[src/design/lrp_pkg.sv]
`default_nettype none

package lrp_pkg;

    // Default coordinate width; rectangle sizes are masked to this many bits.
    localparam int COORD_BITS = 16;
    // Default depth of the queue between the front and the back.
    localparam int QUEUE_DEPTH = 2;

    localparam int SIZE_W  = 16;   // rectangle width or height
    localparam int PAD_W   = 10;   // border and shape padding
    localparam int POS_W   = 18;   // cursors and line extent
    localparam int MAX_W   = 18;   // signed usable extent
    localparam int CMP_W   = 21;   // signed width for overrun compares
    localparam int PLACE_W = 17;   // output coordinates
    localparam int SHEET_W = 16;   // sheet counter
    localparam int CFG_IDX_W = 3;
    localparam int CFG_DATA_W = 16;

    typedef enum logic [CFG_IDX_W-1:0] {
        CFG_HORIZONTAL       = 3'd0,
        CFG_SHEET_MAX_WIDTH  = 3'd1,
        CFG_SHEET_MAX_HEIGHT = 3'd2,
        CFG_BORDER_PAD       = 3'd3,
        CFG_GAP_PAD          = 3'd4
    } cfg_index_t;

    // Padding settings that the back needs while placing.
    typedef struct packed {
        logic [PAD_W-1:0] border_pad;
        logic [PAD_W-1:0] gap_pad;
    } pad_cfg_t;

    // One classified request, oriented along and across the current line.
    typedef struct packed {
        logic                     start;
        logic                     horiz;
        logic [SIZE_W-1:0]        size_d;
        logic [SIZE_W-1:0]        size_p;
        logic signed [MAX_W-1:0]  max_d;
        logic signed [MAX_W-1:0]  max_p;
        logic                     too_d;
        logic                     too_p;
    } item_t;

endpackage

`default_nettype wire

[src/design/lrp_rect_if.sv]
`default_nettype none

interface lrp_rect_if;
    logic                       valid;
    logic                       ready;
    logic                       start_of_set;
    logic [lrp_pkg::SIZE_W-1:0] rect_width;
    logic [lrp_pkg::SIZE_W-1:0] rect_height;

    modport source (output valid, output start_of_set, output rect_width,
                    output rect_height, input ready);
    modport sink (input valid, input start_of_set, input rect_width,
                  input rect_height, output ready);
endinterface

`default_nettype wire

[src/design/lrp_place_if.sv]
`default_nettype none

interface lrp_place_if;
    logic                        valid;
    logic                        ready;
    logic [lrp_pkg::PLACE_W-1:0] place_x;
    logic [lrp_pkg::PLACE_W-1:0] place_y;
    logic [lrp_pkg::SHEET_W-1:0] sheet_index;
    logic                        new_sheet;
    logic                        not_placed;

    modport source (output valid, output place_x, output place_y, output sheet_index,
                    output new_sheet, output not_placed, input ready);
    modport sink (input valid, input place_x, input place_y, input sheet_index,
                  input new_sheet, input not_placed, output ready);
endinterface

`default_nettype wire

[src/design/lrp_cfg_if.sv]
`default_nettype none

interface lrp_cfg_if;
    logic                           valid;
    logic                           ready;
    logic [lrp_pkg::CFG_IDX_W-1:0]  index;
    logic [lrp_pkg::CFG_DATA_W-1:0] data;

    modport source (output valid, output index, output data, input ready);
    modport sink (input valid, input index, input data, output ready);
endinterface

`default_nettype wire

[src/design/lrp_front.sv]
`default_nettype none

module lrp_front #(
    parameter int COORD_BITS = lrp_pkg::COORD_BITS
) (
    input  wire logic          clk,
    input  wire logic          rst_n,
    lrp_rect_if.sink           rect,
    lrp_cfg_if.sink            cfg,
    output logic               push_valid,
    input  wire logic          push_ready,
    output lrp_pkg::item_t     push_item,
    output lrp_pkg::pad_cfg_t  pad_cfg
);

    localparam int EFF_BITS = (COORD_BITS < lrp_pkg::SIZE_W) ? COORD_BITS : lrp_pkg::SIZE_W;
    localparam logic [lrp_pkg::SIZE_W-1:0] SIZE_MASK =
        lrp_pkg::SIZE_W'((64'd1 << EFF_BITS) - 64'd1);

    logic                        horizontal_reg;
    logic [lrp_pkg::SIZE_W-1:0]  sheet_max_width_reg;
    logic [lrp_pkg::SIZE_W-1:0]  sheet_max_height_reg;
    logic [lrp_pkg::PAD_W-1:0]   border_pad_reg;
    logic [lrp_pkg::PAD_W-1:0]   gap_pad_reg;

    logic [lrp_pkg::SIZE_W-1:0]        w;
    logic [lrp_pkg::SIZE_W-1:0]        h;
    logic signed [lrp_pkg::MAX_W-1:0]  max_w;
    logic signed [lrp_pkg::MAX_W-1:0]  max_h;
    logic signed [lrp_pkg::MAX_W-1:0]  size_d_s;
    logic signed [lrp_pkg::MAX_W-1:0]  size_p_s;

    assign cfg.ready = 1'b1;

    always_ff @(posedge clk or negedge rst_n)
    begin
        if (!rst_n)
        begin
            horizontal_reg       <= 1'b1;
            sheet_max_width_reg  <= lrp_pkg::SIZE_W'(4096);
            sheet_max_height_reg <= lrp_pkg::SIZE_W'(4096);
            border_pad_reg       <= '0;
            gap_pad_reg          <= '0;
        end
        else if (cfg.valid)
        begin
            unique case (cfg.index)
                lrp_pkg::CFG_HORIZONTAL:       horizontal_reg       <= cfg.data[0];
                lrp_pkg::CFG_SHEET_MAX_WIDTH:  sheet_max_width_reg  <= cfg.data;
                lrp_pkg::CFG_SHEET_MAX_HEIGHT: sheet_max_height_reg <= cfg.data;
                lrp_pkg::CFG_BORDER_PAD:
                    border_pad_reg <= cfg.data[lrp_pkg::PAD_W-1:0];
                lrp_pkg::CFG_GAP_PAD:
                    gap_pad_reg <= cfg.data[lrp_pkg::PAD_W-1:0];
                default: ;
            endcase
        end
    end

    // Usable extent is the sheet size less the border on both sides; it may go negative.
    always_comb
    begin
        w = rect.rect_width & SIZE_MASK;
        h = rect.rect_height & SIZE_MASK;
        max_w = $signed({2'b00, sheet_max_width_reg})
              - $signed({{(lrp_pkg::MAX_W - lrp_pkg::PAD_W - 1){1'b0}},
                         border_pad_reg, 1'b0});
        max_h = $signed({2'b00, sheet_max_height_reg})
              - $signed({{(lrp_pkg::MAX_W - lrp_pkg::PAD_W - 1){1'b0}},
                         border_pad_reg, 1'b0});

        push_item.start  = rect.start_of_set;
        push_item.horiz  = horizontal_reg;
        push_item.size_d = horizontal_reg ? w : h;
        push_item.size_p = horizontal_reg ? h : w;
        push_item.max_d  = horizontal_reg ? max_w : max_h;
        push_item.max_p  = horizontal_reg ? max_h : max_w;

        size_d_s = $signed({2'b00, push_item.size_d});
        size_p_s = $signed({2'b00, push_item.size_p});
        push_item.too_d = size_d_s > push_item.max_d;
        push_item.too_p = size_p_s > push_item.max_p;
    end

    assign push_valid = rect.valid;
    assign rect.ready = push_ready;

    assign pad_cfg.border_pad = border_pad_reg;
    assign pad_cfg.gap_pad    = gap_pad_reg;

endmodule

`default_nettype wire

[src/design/lrp_queue.sv]
`default_nettype none

module lrp_queue #(
    parameter int DEPTH = lrp_pkg::QUEUE_DEPTH
) (
    input  wire logic            clk,
    input  wire logic            rst_n,
    input  wire logic            push_valid,
    output logic                 push_ready,
    input  wire lrp_pkg::item_t  push_item,
    output logic                 pop_valid,
    input  wire logic            pop_ready,
    output lrp_pkg::item_t       pop_item
);

    localparam int PTR_W = $clog2(DEPTH);
    localparam int CNT_W = $clog2(DEPTH + 1);

    lrp_pkg::item_t    mem_reg [DEPTH];
    logic [PTR_W-1:0]  wr_ptr_reg;
    logic [PTR_W-1:0]  wr_ptr_next;
    logic [PTR_W-1:0]  rd_ptr_reg;
    logic [PTR_W-1:0]  rd_ptr_next;
    logic [CNT_W-1:0]  count_reg;
    logic [CNT_W-1:0]  count_next;
    logic              do_push;
    logic              do_pop;

    assign push_ready = (count_reg != CNT_W'(DEPTH));
    assign pop_valid  = (count_reg != '0);
    assign pop_item   = mem_reg[rd_ptr_reg];
    assign do_push    = push_valid && push_ready;
    assign do_pop     = pop_valid && pop_ready;

    always_comb
    begin
        wr_ptr_next = wr_ptr_reg;
        rd_ptr_next = rd_ptr_reg;
        count_next  = count_reg;
        if (do_push)
        begin
            wr_ptr_next = (wr_ptr_reg == PTR_W'(DEPTH - 1)) ? '0 : wr_ptr_reg + 1'b1;
        end
        if (do_pop)
        begin
            rd_ptr_next = (rd_ptr_reg == PTR_W'(DEPTH - 1)) ? '0 : rd_ptr_reg + 1'b1;
        end
        if (do_push && !do_pop)
        begin
            count_next = count_reg + 1'b1;
        end
        else if (do_pop && !do_push)
        begin
            count_next = count_reg - 1'b1;
        end
    end

    always_ff @(posedge clk or negedge rst_n)
    begin
        if (!rst_n)
        begin
            wr_ptr_reg <= '0;
            rd_ptr_reg <= '0;
            count_reg  <= '0;
        end
        else
        begin
            wr_ptr_reg <= wr_ptr_next;
            rd_ptr_reg <= rd_ptr_next;
            count_reg  <= count_next;
        end
    end

    always_ff @(posedge clk)
    begin
        if (do_push)
        begin
            mem_reg[wr_ptr_reg] <= push_item;
        end
    end

endmodule

`default_nettype wire

[src/design/lrp_back.sv]
`default_nettype none

module lrp_back (
    input  wire logic               clk,
    input  wire logic               rst_n,
    input  wire logic               pop_valid,
    output logic                    pop_ready,
    input  wire lrp_pkg::item_t     pop_item,
    input  wire lrp_pkg::pad_cfg_t  pad_cfg,
    lrp_place_if.source             place
);

    localparam int CW = lrp_pkg::CMP_W;
    localparam int PW = lrp_pkg::POS_W;

    logic [PW-1:0]                along_reg, along_next;
    logic [PW-1:0]                across_reg, across_next;
    logic [PW-1:0]                line_reg, line_next;
    logic [lrp_pkg::SHEET_W-1:0]  sheet_reg, sheet_next;
    logic                         failed_reg, failed_next;

    logic                         out_valid_reg;
    logic [lrp_pkg::PLACE_W-1:0]  x_reg, x_next;
    logic [lrp_pkg::PLACE_W-1:0]  y_reg, y_next;
    logic [lrp_pkg::SHEET_W-1:0]  index_reg, index_next;
    logic                         new_sheet_reg, new_sheet_next;
    logic                         not_placed_reg, not_placed_next;

    logic [PW-1:0]                cur_d, cur_p, cur_line;
    logic [lrp_pkg::SHEET_W-1:0]  cur_sheet;
    logic                         cur_failed;
    logic signed [CW-1:0]         max_d_x, max_p_x;
    logic                         line_adv, ov_keep, ov_line, sheet_adv, fail;
    logic [PW-1:0]                pos_d, pos_p, line_n, pos_x, pos_y, cand;
    logic                         take;

    assign take      = pop_valid && pop_ready;
    assign pop_ready = !out_valid_reg || place.ready;

    always_comb
    begin
        // A start flag clears the packing state before this rectangle is placed.
        cur_d      = pop_item.start ? '0 : along_reg;
        cur_p      = pop_item.start ? '0 : across_reg;
        cur_line   = pop_item.start ? '0 : line_reg;
        cur_sheet  = pop_item.start ? '0 : sheet_reg;
        cur_failed = pop_item.start ? 1'b0 : failed_reg;

        max_d_x = CW'(pop_item.max_d);
        max_p_x = CW'(pop_item.max_p);

        line_adv = $signed({3'b000, cur_d} + CW'(pop_item.size_d)) > max_d_x;
        ov_keep  = $signed({3'b000, cur_p} + CW'(pop_item.size_p)) > max_p_x;
        ov_line  = $signed({3'b000, cur_p} + {3'b000, cur_line} + CW'(pop_item.size_p))
                   > max_p_x;
        sheet_adv = line_adv ? ov_line : ov_keep;

        pos_d  = (line_adv || sheet_adv) ? '0 : cur_d;
        pos_p  = sheet_adv ? '0 : (line_adv ? cur_p + cur_line : cur_p);
        line_n = (line_adv || sheet_adv) ? '0 : cur_line;

        // After an advance the rectangle sits at the line or sheet origin, so only
        // its own size against the usable extent decides whether it fits.
        fail = ((line_adv || sheet_adv) && pop_item.too_d) || (sheet_adv && pop_item.too_p);

        pos_x = pop_item.horiz ? pos_d : pos_p;
        pos_y = pop_item.horiz ? pos_p : pos_d;
        cand  = PW'(pop_item.size_p) + PW'(pad_cfg.gap_pad);

        along_next      = along_reg;
        across_next     = across_reg;
        line_next       = line_reg;
        sheet_next      = sheet_reg;
        failed_next     = failed_reg;
        x_next          = x_reg;
        y_next          = y_reg;
        index_next      = index_reg;
        new_sheet_next  = new_sheet_reg;
        not_placed_next = not_placed_reg;

        if (take)
        begin
            new_sheet_next  = 1'b0;
            not_placed_next = 1'b1;
            x_next          = '0;
            y_next          = '0;
            if (cur_failed)
            begin
                along_next  = cur_d;
                across_next = cur_p;
                line_next   = cur_line;
                sheet_next  = cur_sheet;
                failed_next = 1'b1;
                index_next  = cur_sheet;
            end
            else
            begin
                sheet_next  = sheet_adv ? cur_sheet + 1'b1 : cur_sheet;
                index_next  = sheet_next;
                across_next = pos_p;
                if (fail)
                begin
                    failed_next = 1'b1;
                    along_next  = pos_d;
                    line_next   = line_n;
                end
                else
                begin
                    failed_next     = 1'b0;
                    not_placed_next = 1'b0;
                    new_sheet_next  = sheet_adv;
                    x_next = lrp_pkg::PLACE_W'(pos_x + PW'(pad_cfg.border_pad));
                    y_next = lrp_pkg::PLACE_W'(pos_y + PW'(pad_cfg.border_pad));
                    along_next = pos_d + PW'(pop_item.size_d) + PW'(pad_cfg.gap_pad);
                    line_next  = (cand > line_n) ? cand : line_n;
                end
            end
        end
    end

    always_ff @(posedge clk or negedge rst_n)
    begin
        if (!rst_n)
        begin
            along_reg     <= '0;
            across_reg    <= '0;
            line_reg      <= '0;
            sheet_reg     <= '0;
            failed_reg    <= 1'b0;
            out_valid_reg <= 1'b0;
        end
        else
        begin
            along_reg  <= along_next;
            across_reg <= across_next;
            line_reg   <= line_next;
            sheet_reg  <= sheet_next;
            failed_reg <= failed_next;
            if (take)
            begin
                out_valid_reg <= 1'b1;
            end
            else if (place.ready)
            begin
                out_valid_reg <= 1'b0;
            end
        end
    end

    always_ff @(posedge clk)
    begin
        x_reg          <= x_next;
        y_reg          <= y_next;
        index_reg      <= index_next;
        new_sheet_reg  <= new_sheet_next;
        not_placed_reg <= not_placed_next;
    end

    assign place.valid       = out_valid_reg;
    assign place.place_x     = x_reg;
    assign place.place_y     = y_reg;
    assign place.sheet_index = index_reg;
    assign place.new_sheet   = new_sheet_reg;
    assign place.not_placed  = not_placed_reg;

endmodule

`default_nettype wire

[src/design/line_rectangle_packer.sv]
// Path: a request goes into the queue, then the back end loads its result into the
// output register. Throughput: one rectangle per cycle while the consumer is ready,
// set by the back end's placement step; the queue lets either side stall on its own.
// Reset: rst_n is asynchronous and active low; it restores the register defaults,
// clears the cursors, line extent, sheet count and error, and empties the queue.
`default_nettype none

module line_rectangle_packer #(
    parameter int COORD_BITS  = lrp_pkg::COORD_BITS,
    parameter int QUEUE_DEPTH = lrp_pkg::QUEUE_DEPTH
) (
    input  wire logic    clk,
    input  wire logic    rst_n,
    lrp_rect_if.sink     rect,
    lrp_place_if.source  place,
    lrp_cfg_if.sink      cfg
);

    // The front holds the configuration registers and turns each request into
    // along/across terms for the current orientation. It also precomputes whether
    // the rectangle alone is larger than the usable sheet, which depends only on the
    // rectangle and the configuration, so the back end does not have to.
    logic               push_valid;
    logic               push_ready;
    lrp_pkg::item_t     push_item;
    lrp_pkg::pad_cfg_t  pad_cfg;

    // Requests waiting between the front and the back.
    logic               pop_valid;
    logic               pop_ready;
    lrp_pkg::item_t     pop_item;

    lrp_front #(
        .COORD_BITS (COORD_BITS)
    ) u_front (
        .clk        (clk),
        .rst_n      (rst_n),
        .rect       (rect),
        .cfg        (cfg),
        .push_valid (push_valid),
        .push_ready (push_ready),
        .push_item  (push_item),
        .pad_cfg    (pad_cfg)
    );

    lrp_queue #(
        .DEPTH (QUEUE_DEPTH)
    ) u_queue (
        .clk        (clk),
        .rst_n      (rst_n),
        .push_valid (push_valid),
        .push_ready (push_ready),
        .push_item  (push_item),
        .pop_valid  (pop_valid),
        .pop_ready  (pop_ready),
        .pop_item   (pop_item)
    );

    // The back owns the packing state. Each cycle it can take one request, decide
    // whether a new line or a new sheet is needed, and load the output register,
    // which it refills in the same cycle that the consumer takes the old result.
    lrp_back u_back (
        .clk       (clk),
        .rst_n     (rst_n),
        .pop_valid (pop_valid),
        .pop_ready (pop_ready),
        .pop_item  (pop_item),
        .pad_cfg   (pad_cfg),
        .place     (place)
    );

endmodule

`default_nettype wire

[src/flat_wrapper.sv]
// flat-port wrapper written by rule: the top's interface ports become plain ports
module line_rectangle_packer_flat 
#(
    parameter int COORD_BITS  = lrp_pkg::COORD_BITS,
    parameter int QUEUE_DEPTH = lrp_pkg::QUEUE_DEPTH
)
  (clk, rst_n, rect_valid, rect_start_of_set, rect_rect_width, rect_rect_height, rect_ready, place_valid, place_place_x, place_place_y, place_sheet_index, place_new_sheet, place_not_placed, place_ready, cfg_valid, cfg_index, cfg_data, cfg_ready);
  lrp_rect_if rect_i ();
  lrp_place_if place_i ();
  lrp_cfg_if cfg_i ();
  input  wire logic clk;
  input  wire logic rst_n;
  input wire logic [$bits(rect_i.valid)-1:0] rect_valid;
  input wire logic [$bits(rect_i.start_of_set)-1:0] rect_start_of_set;
  input wire logic [$bits(rect_i.rect_width)-1:0] rect_rect_width;
  input wire logic [$bits(rect_i.rect_height)-1:0] rect_rect_height;
  output wire logic [$bits(rect_i.ready)-1:0] rect_ready;
  output wire logic [$bits(place_i.valid)-1:0] place_valid;
  output wire logic [$bits(place_i.place_x)-1:0] place_place_x;
  output wire logic [$bits(place_i.place_y)-1:0] place_place_y;
  output wire logic [$bits(place_i.sheet_index)-1:0] place_sheet_index;
  output wire logic [$bits(place_i.new_sheet)-1:0] place_new_sheet;
  output wire logic [$bits(place_i.not_placed)-1:0] place_not_placed;
  input wire logic [$bits(place_i.ready)-1:0] place_ready;
  input wire logic [$bits(cfg_i.valid)-1:0] cfg_valid;
  input wire logic [$bits(cfg_i.index)-1:0] cfg_index;
  input wire logic [$bits(cfg_i.data)-1:0] cfg_data;
  output wire logic [$bits(cfg_i.ready)-1:0] cfg_ready;
  assign rect_i.valid = rect_valid;
  assign rect_i.start_of_set = rect_start_of_set;
  assign rect_i.rect_width = rect_rect_width;
  assign rect_i.rect_height = rect_rect_height;
  assign rect_ready = rect_i.ready;
  assign place_valid = place_i.valid;
  assign place_place_x = place_i.place_x;
  assign place_place_y = place_i.place_y;
  assign place_sheet_index = place_i.sheet_index;
  assign place_new_sheet = place_i.new_sheet;
  assign place_not_placed = place_i.not_placed;
  assign place_i.ready = place_ready;
  assign cfg_i.valid = cfg_valid;
  assign cfg_i.index = cfg_index;
  assign cfg_i.data = cfg_data;
  assign cfg_ready = cfg_i.ready;
  line_rectangle_packer #(.COORD_BITS(COORD_BITS), .QUEUE_DEPTH(QUEUE_DEPTH)) u_core (.clk(clk), .rst_n(rst_n), .rect(rect_i), .place(place_i), .cfg(cfg_i));
endmodule
[config.mk]
export PLATFORM = sky130hd
export DESIGN_NAME = line_rectangle_packer_flat
export DESIGN_NICKNAME = d
export VERILOG_FILES = /design/src/design/lrp_pkg.sv /design/src/design/lrp_rect_if.sv /design/src/design/lrp_place_if.sv /design/src/design/lrp_cfg_if.sv /design/src/design/lrp_front.sv /design/src/design/lrp_queue.sv /design/src/design/lrp_back.sv /design/src/design/line_rectangle_packer.sv /design/src/flat_wrapper.sv
export SDC_FILE = /design/constraint.sdc
export NUM_CORES = 1
export LEC_CHECK = 0
export BUFFER_PORTS_ARGS = -buffer_cell sky130_fd_sc_hd__buf_2
export CAP_MARGIN = 25
export CORE_ASPECT_RATIO = 0.5
export CORE_MARGIN = 4
export CORE_UTILIZATION = 40
export CTS_BUF_LIST = sky130_fd_sc_hd__clkbuf_4
export DETAILED_ROUTE_END_ITERATION = 12
export GPL_TIMING_DRIVEN = 0
export PLACE_DENSITY = 0.57
export SLEW_MARGIN = 20
export SYNTH_ARGS = -nofsm -noshare
export SYNTH_HDL_FRONTEND = slang
export SYNTH_SLANG_ARGS = --single-unit
export TNS_END_PERCENT = 1
[constraint.sdc]
create_clock -name clk -period 15.8 [get_ports clk]
set_input_delay 0 -clock clk [delete_from_list [all_inputs] [get_ports clk]]
set_output_delay 0 -clock clk [all_outputs]
set_load 0.02 [all_outputs]
==> impl_metrics.env <==
export IMPL_post_route_util=0.471
export IMPL_grt_pass1_wl_um=110000
export IMPL_hp_class="in -> reg"
export IMPL_grt_start_max_net_pins=87
export IMPL_synthXorXnorAreaFrac=0.0533
export IMPL_fin_tns_setup_ns=0
export IMPL_antenna_found_initial=6
export IMPL_hold_violations=0
export IMPL_wl_met3_um=6860
export IMPL_dp_hpwl_um=57200
export IMPL_min_from="cfg_data[0]"
export IMPL_clock_skew_final_ns=0.0821
export IMPL_max_clock_path_buffers=3
export IMPL_initialDrtViolationCount=1510
export IMPL_crit_arrival_ns=13.81
export IMPL_rows=62
export IMPL_p_per_area_mw_per_mm2=199
export IMPL_ir_worst_vdd_v=0.0000829
export IMPL_max_slew_margin=0.282
export IMPL_initial_core_util=0.407
export IMPL_tightest_slew_ns=1.05
export IMPL_die_h_um=179
export IMPL_wire_per_inst_um=21.0
export IMPL_cts_sinks=321
export IMPL_synth_adder_area_share=0.161
export IMPL_p_leak_uw=0.0124
export IMPL_core_area_mm2=0.0578
export IMPL_clk_latency_ns=0.84
export IMPL_worstPathMaxFanout=10
export IMPL_drive_gt1_frac=0.158
export IMPL_wl_met1_um=33400
export IMPL_synthSimpleGateAreaFrac=0.129
export IMPL_fin_crit_sh=0.842
export IMPL_syn_area_mm2=0.0235
export IMPL_synth_edf_count=192
export IMPL_crit_slowest_cell="o41ai_1"
export IMPL_top_layer="met5"
export IMPL_min_period_ns=13.30
export IMPL_slew_viol_final=0
export IMPL_cts_tree="built"
export IMPL_viasPerCell=5.44
export IMPL_grt_ovfl_total=0
export IMPL_nets=2975
export IMPL_synthMuxAreaShare=0.0916
export IMPL_firstDrtPassIters=5
export IMPL_dieArea_mm2=0.0630
export IMPL_largest_reg_flops=140
export IMPL_portBuffers=110
export IMPL_synth_nets=2677
export IMPL_grt_setup_unrepaired="false"
export IMPL_synth_compound_area_share=0.141
export IMPL_numCtsBuffers=80
export IMPL_required_ns=16.31
export IMPL_htreeDepth=3
export IMPL_crit_top_cell="a21oi_1"
export IMPL_syn_inst=2337
export IMPL_fmaxAchievable_ghz=0.0752
export IMPL_synth_avg_cell_area_um2=10.1
export IMPL_ios=112
export IMPL_wl_met2_um=30700
export IMPL_ys_seq_elements=321
export IMPL_holdPathStages=3
export IMPL_synth_area_leaders="edfxtp_1 (25%), dfrtp_1 (13%), ha_1 (13%)"
export IMPL_rrSetupSlack_ns=2.50
export IMPL_cp_slowest_stage_delay_ns=0.70
export IMPL_ys_seq_area_frac=0.383
export IMPL_grt_use_total=0.229
export IMPL_drtAntennaViolNets=0
export IMPL_critPathLaunchType="register"
export IMPL_drc_errors=0
export IMPL_maxCapViolCount=0
export IMPL_critical_path_class="reg -> reg"
export IMPL_wirelength_um=72900
export IMPL_syn2layout_area_growth_pct=15.9
export IMPL_place_gp_congestion=0.926
export IMPL_synth_top_cell_by_area="edfxtp_1"
export IMPL_synth_top_family_by_area="adder cells"
export IMPL_grt_pass1_vias=18177
export IMPL_fillers=5455
export IMPL_clockRootBuffer="clkbuf_4"
export IMPL_clk_pin_slew_ns=0.07
export IMPL_setup_viol=0
export IMPL_r2r_start="u_core.u_queue.rd_ptr_reg$_DFFE_PN0P_"
export IMPL_yosys_warnings=0
export IMPL_crit_path_end_kind="register"
export IMPL_via_count=18842
export IMPL_status="finished, final reports clean"
export IMPL_synth_main_ff_cell="edfxtp_1"
export IMPL_synth_top_area_share=0.245
export IMPL_ys_types=83
export IMPL_ctsResizeCount=0
export IMPL_whs_endpoint="u_core.u_front.horizontal_reg$_DFFE_PN1P_"
export IMPL_rr_worst_depth=44
export IMPL_synthArstFlopShare=0.402
export IMPL_die_w_um=351
export IMPL_timing_rr_end="u_core.u_back.place.place_x[15]$_SDFFCE_PP0P_"
stage by stage:
stage / hold WS (ns) / power, µW / setup slack (ns) / instances / area [µm²]
final: 0.0875 / 5430 / 2.50 / 3466 / 27200
after global placement: 0.214 / 4580 / 2.81 / 3215 / 25000
after detailed placement: -0.0572 / 4630 / 2.86 / 3221 / 25200
after global routing: 0.0412 / 5870 / 1.53 / 3464 / 27200
after CTS: 0.00502 / 5420 / 2.73 / 3463 / 27200
after floorplan: -0.296 / 3610 / 5.91 / 2337 / 23500
critical path, delay by kind of cell (launching register included):
family	cells	cell delay (ns)
AOI/OAI and AO/OA	18	5.22
DFF	1	0.32
and+or+nand+nor	12	2.36
muxes	2	0.72
adders and majority gates	5	1.57
buffers and inverters	7	2.74
cell type report:
cell class	instances	area, µm²	area share
flip-flops and latches	321	9000	0.330
well taps	768	961	0.0353
clock inverters	34	209	0.00767
inverters	181	679	0.0249
clock buffers	108	811	0.0298
repair buffers	216	1730	0.0635
multi-input cells	1768	13600	0.498
plain buffers	67	285	0.0105
diodes	3	7.51	0.000276
worst max path at each step:
stage / startpoint / endpoint / slack (ns) / cells past startpoint
5_1_grt: u_core.u_queue.rd_ptr_reg$_DFFE_PN0P_ / u_core.u_back.place.place_x[15]$_SDFFCE_PP0P_ / 1.53 / 44
6_report: u_core.u_queue.rd_ptr_reg$_DFFE_PN0P_ / u_core.u_back.place.place_x[15]$_SDFFCE_PP0P_ / 2.50 / 44
3_5_place_dp: u_core.u_queue.rd_ptr_reg$_DFFE_PN0P_ / u_core.u_back.place.place_x[15]$_SDFFCE_PP0P_ / 2.86 / 44
3_3_place_gp: u_core.u_queue.rd_ptr_reg$_DFFE_PN0P_ / u_core.u_back.place.place_x[15]$_SDFFCE_PP0P_ / 2.81 / 44
4_1_cts: u_core.u_queue.rd_ptr_reg$_DFFE_PN0P_ / u_core.u_back.place.place_x[15]$_SDFFCE_PP0P_ / 2.73 / 44
2_1_floorplan: u_core.u_queue.rd_ptr_reg$_DFFE_PN0P_ / u_core.u_back.place.place_x[14]$_SDFFCE_PP0P_ / 5.91 / 47
cell families (layout without fill, tap and decap cells):
family / count (synthesis) / count (layout)
buffers and inverters: 248 / 606
DFF: 321 / 321
xor gates and xnor gates: 143 / 143
muxes: 197 / 197
AOI/OAI and AO/OA: 495 / 495
other: 1 / 4
and+or+nand+nor: 649 / 649
adders and majority gates: 283 / 283
cell usage after synthesis (11+ instances only):
library cell,n
xor2_1,44
o21a_1,26
a21boi_0,13
fa_1,34
nand4_1,27
mux2_2,135
nor2b_1,26
nor2_1,133
and3_1,18
o31ai_1,21
nand2_1,262
buf_1,11
a22o_1,22
dfrtp_1,126
inv_1,180
xnor2_1,99
nor3_1,41
a21o_1,60
nand3_1,42
a21oi_1,118
edfxtp_1,192
o21ai_0,123
and2_1,42
nand2b_1,18
clkbuf_1,43
o21bai_1,16
ha_1,249
mux2i_1,61
routing by layer:
layer / up-vias / global-route usage
met2: 650 / 0.339
met1: 9051 / 0.328
li1: 9023 / -
met3: 116 / 0.0654
met5: - / 0
met4: 2 / 0.0617
power by group:
group	internal, µW	switching, µW
combinational	1230	2110
sequential	1230	136
clock	355	376
total	2810	2630
cells in the final DEF, fill, tap and decap left out, types with 109 or more instances in the layout:
master	netlist	layout
clkbuf_4	0	109
mux2_2	135	135
inv_1	180	180
o21ai_0	123	123
ha_1	249	249
a21oi_1	118	118
nand2_1	262	262
buf_2	9	118
nor2_1	133	132
dfrtp_1	126	126
edfxtp_1	192	192
repair_timing:
action	CTS	global route
hold buffers	100	0
endpoints found under the setup margin	0	0
endpoints found under the hold margin	299	0
buffers inserted	0	0
Power figures use the tool's default switching activity.
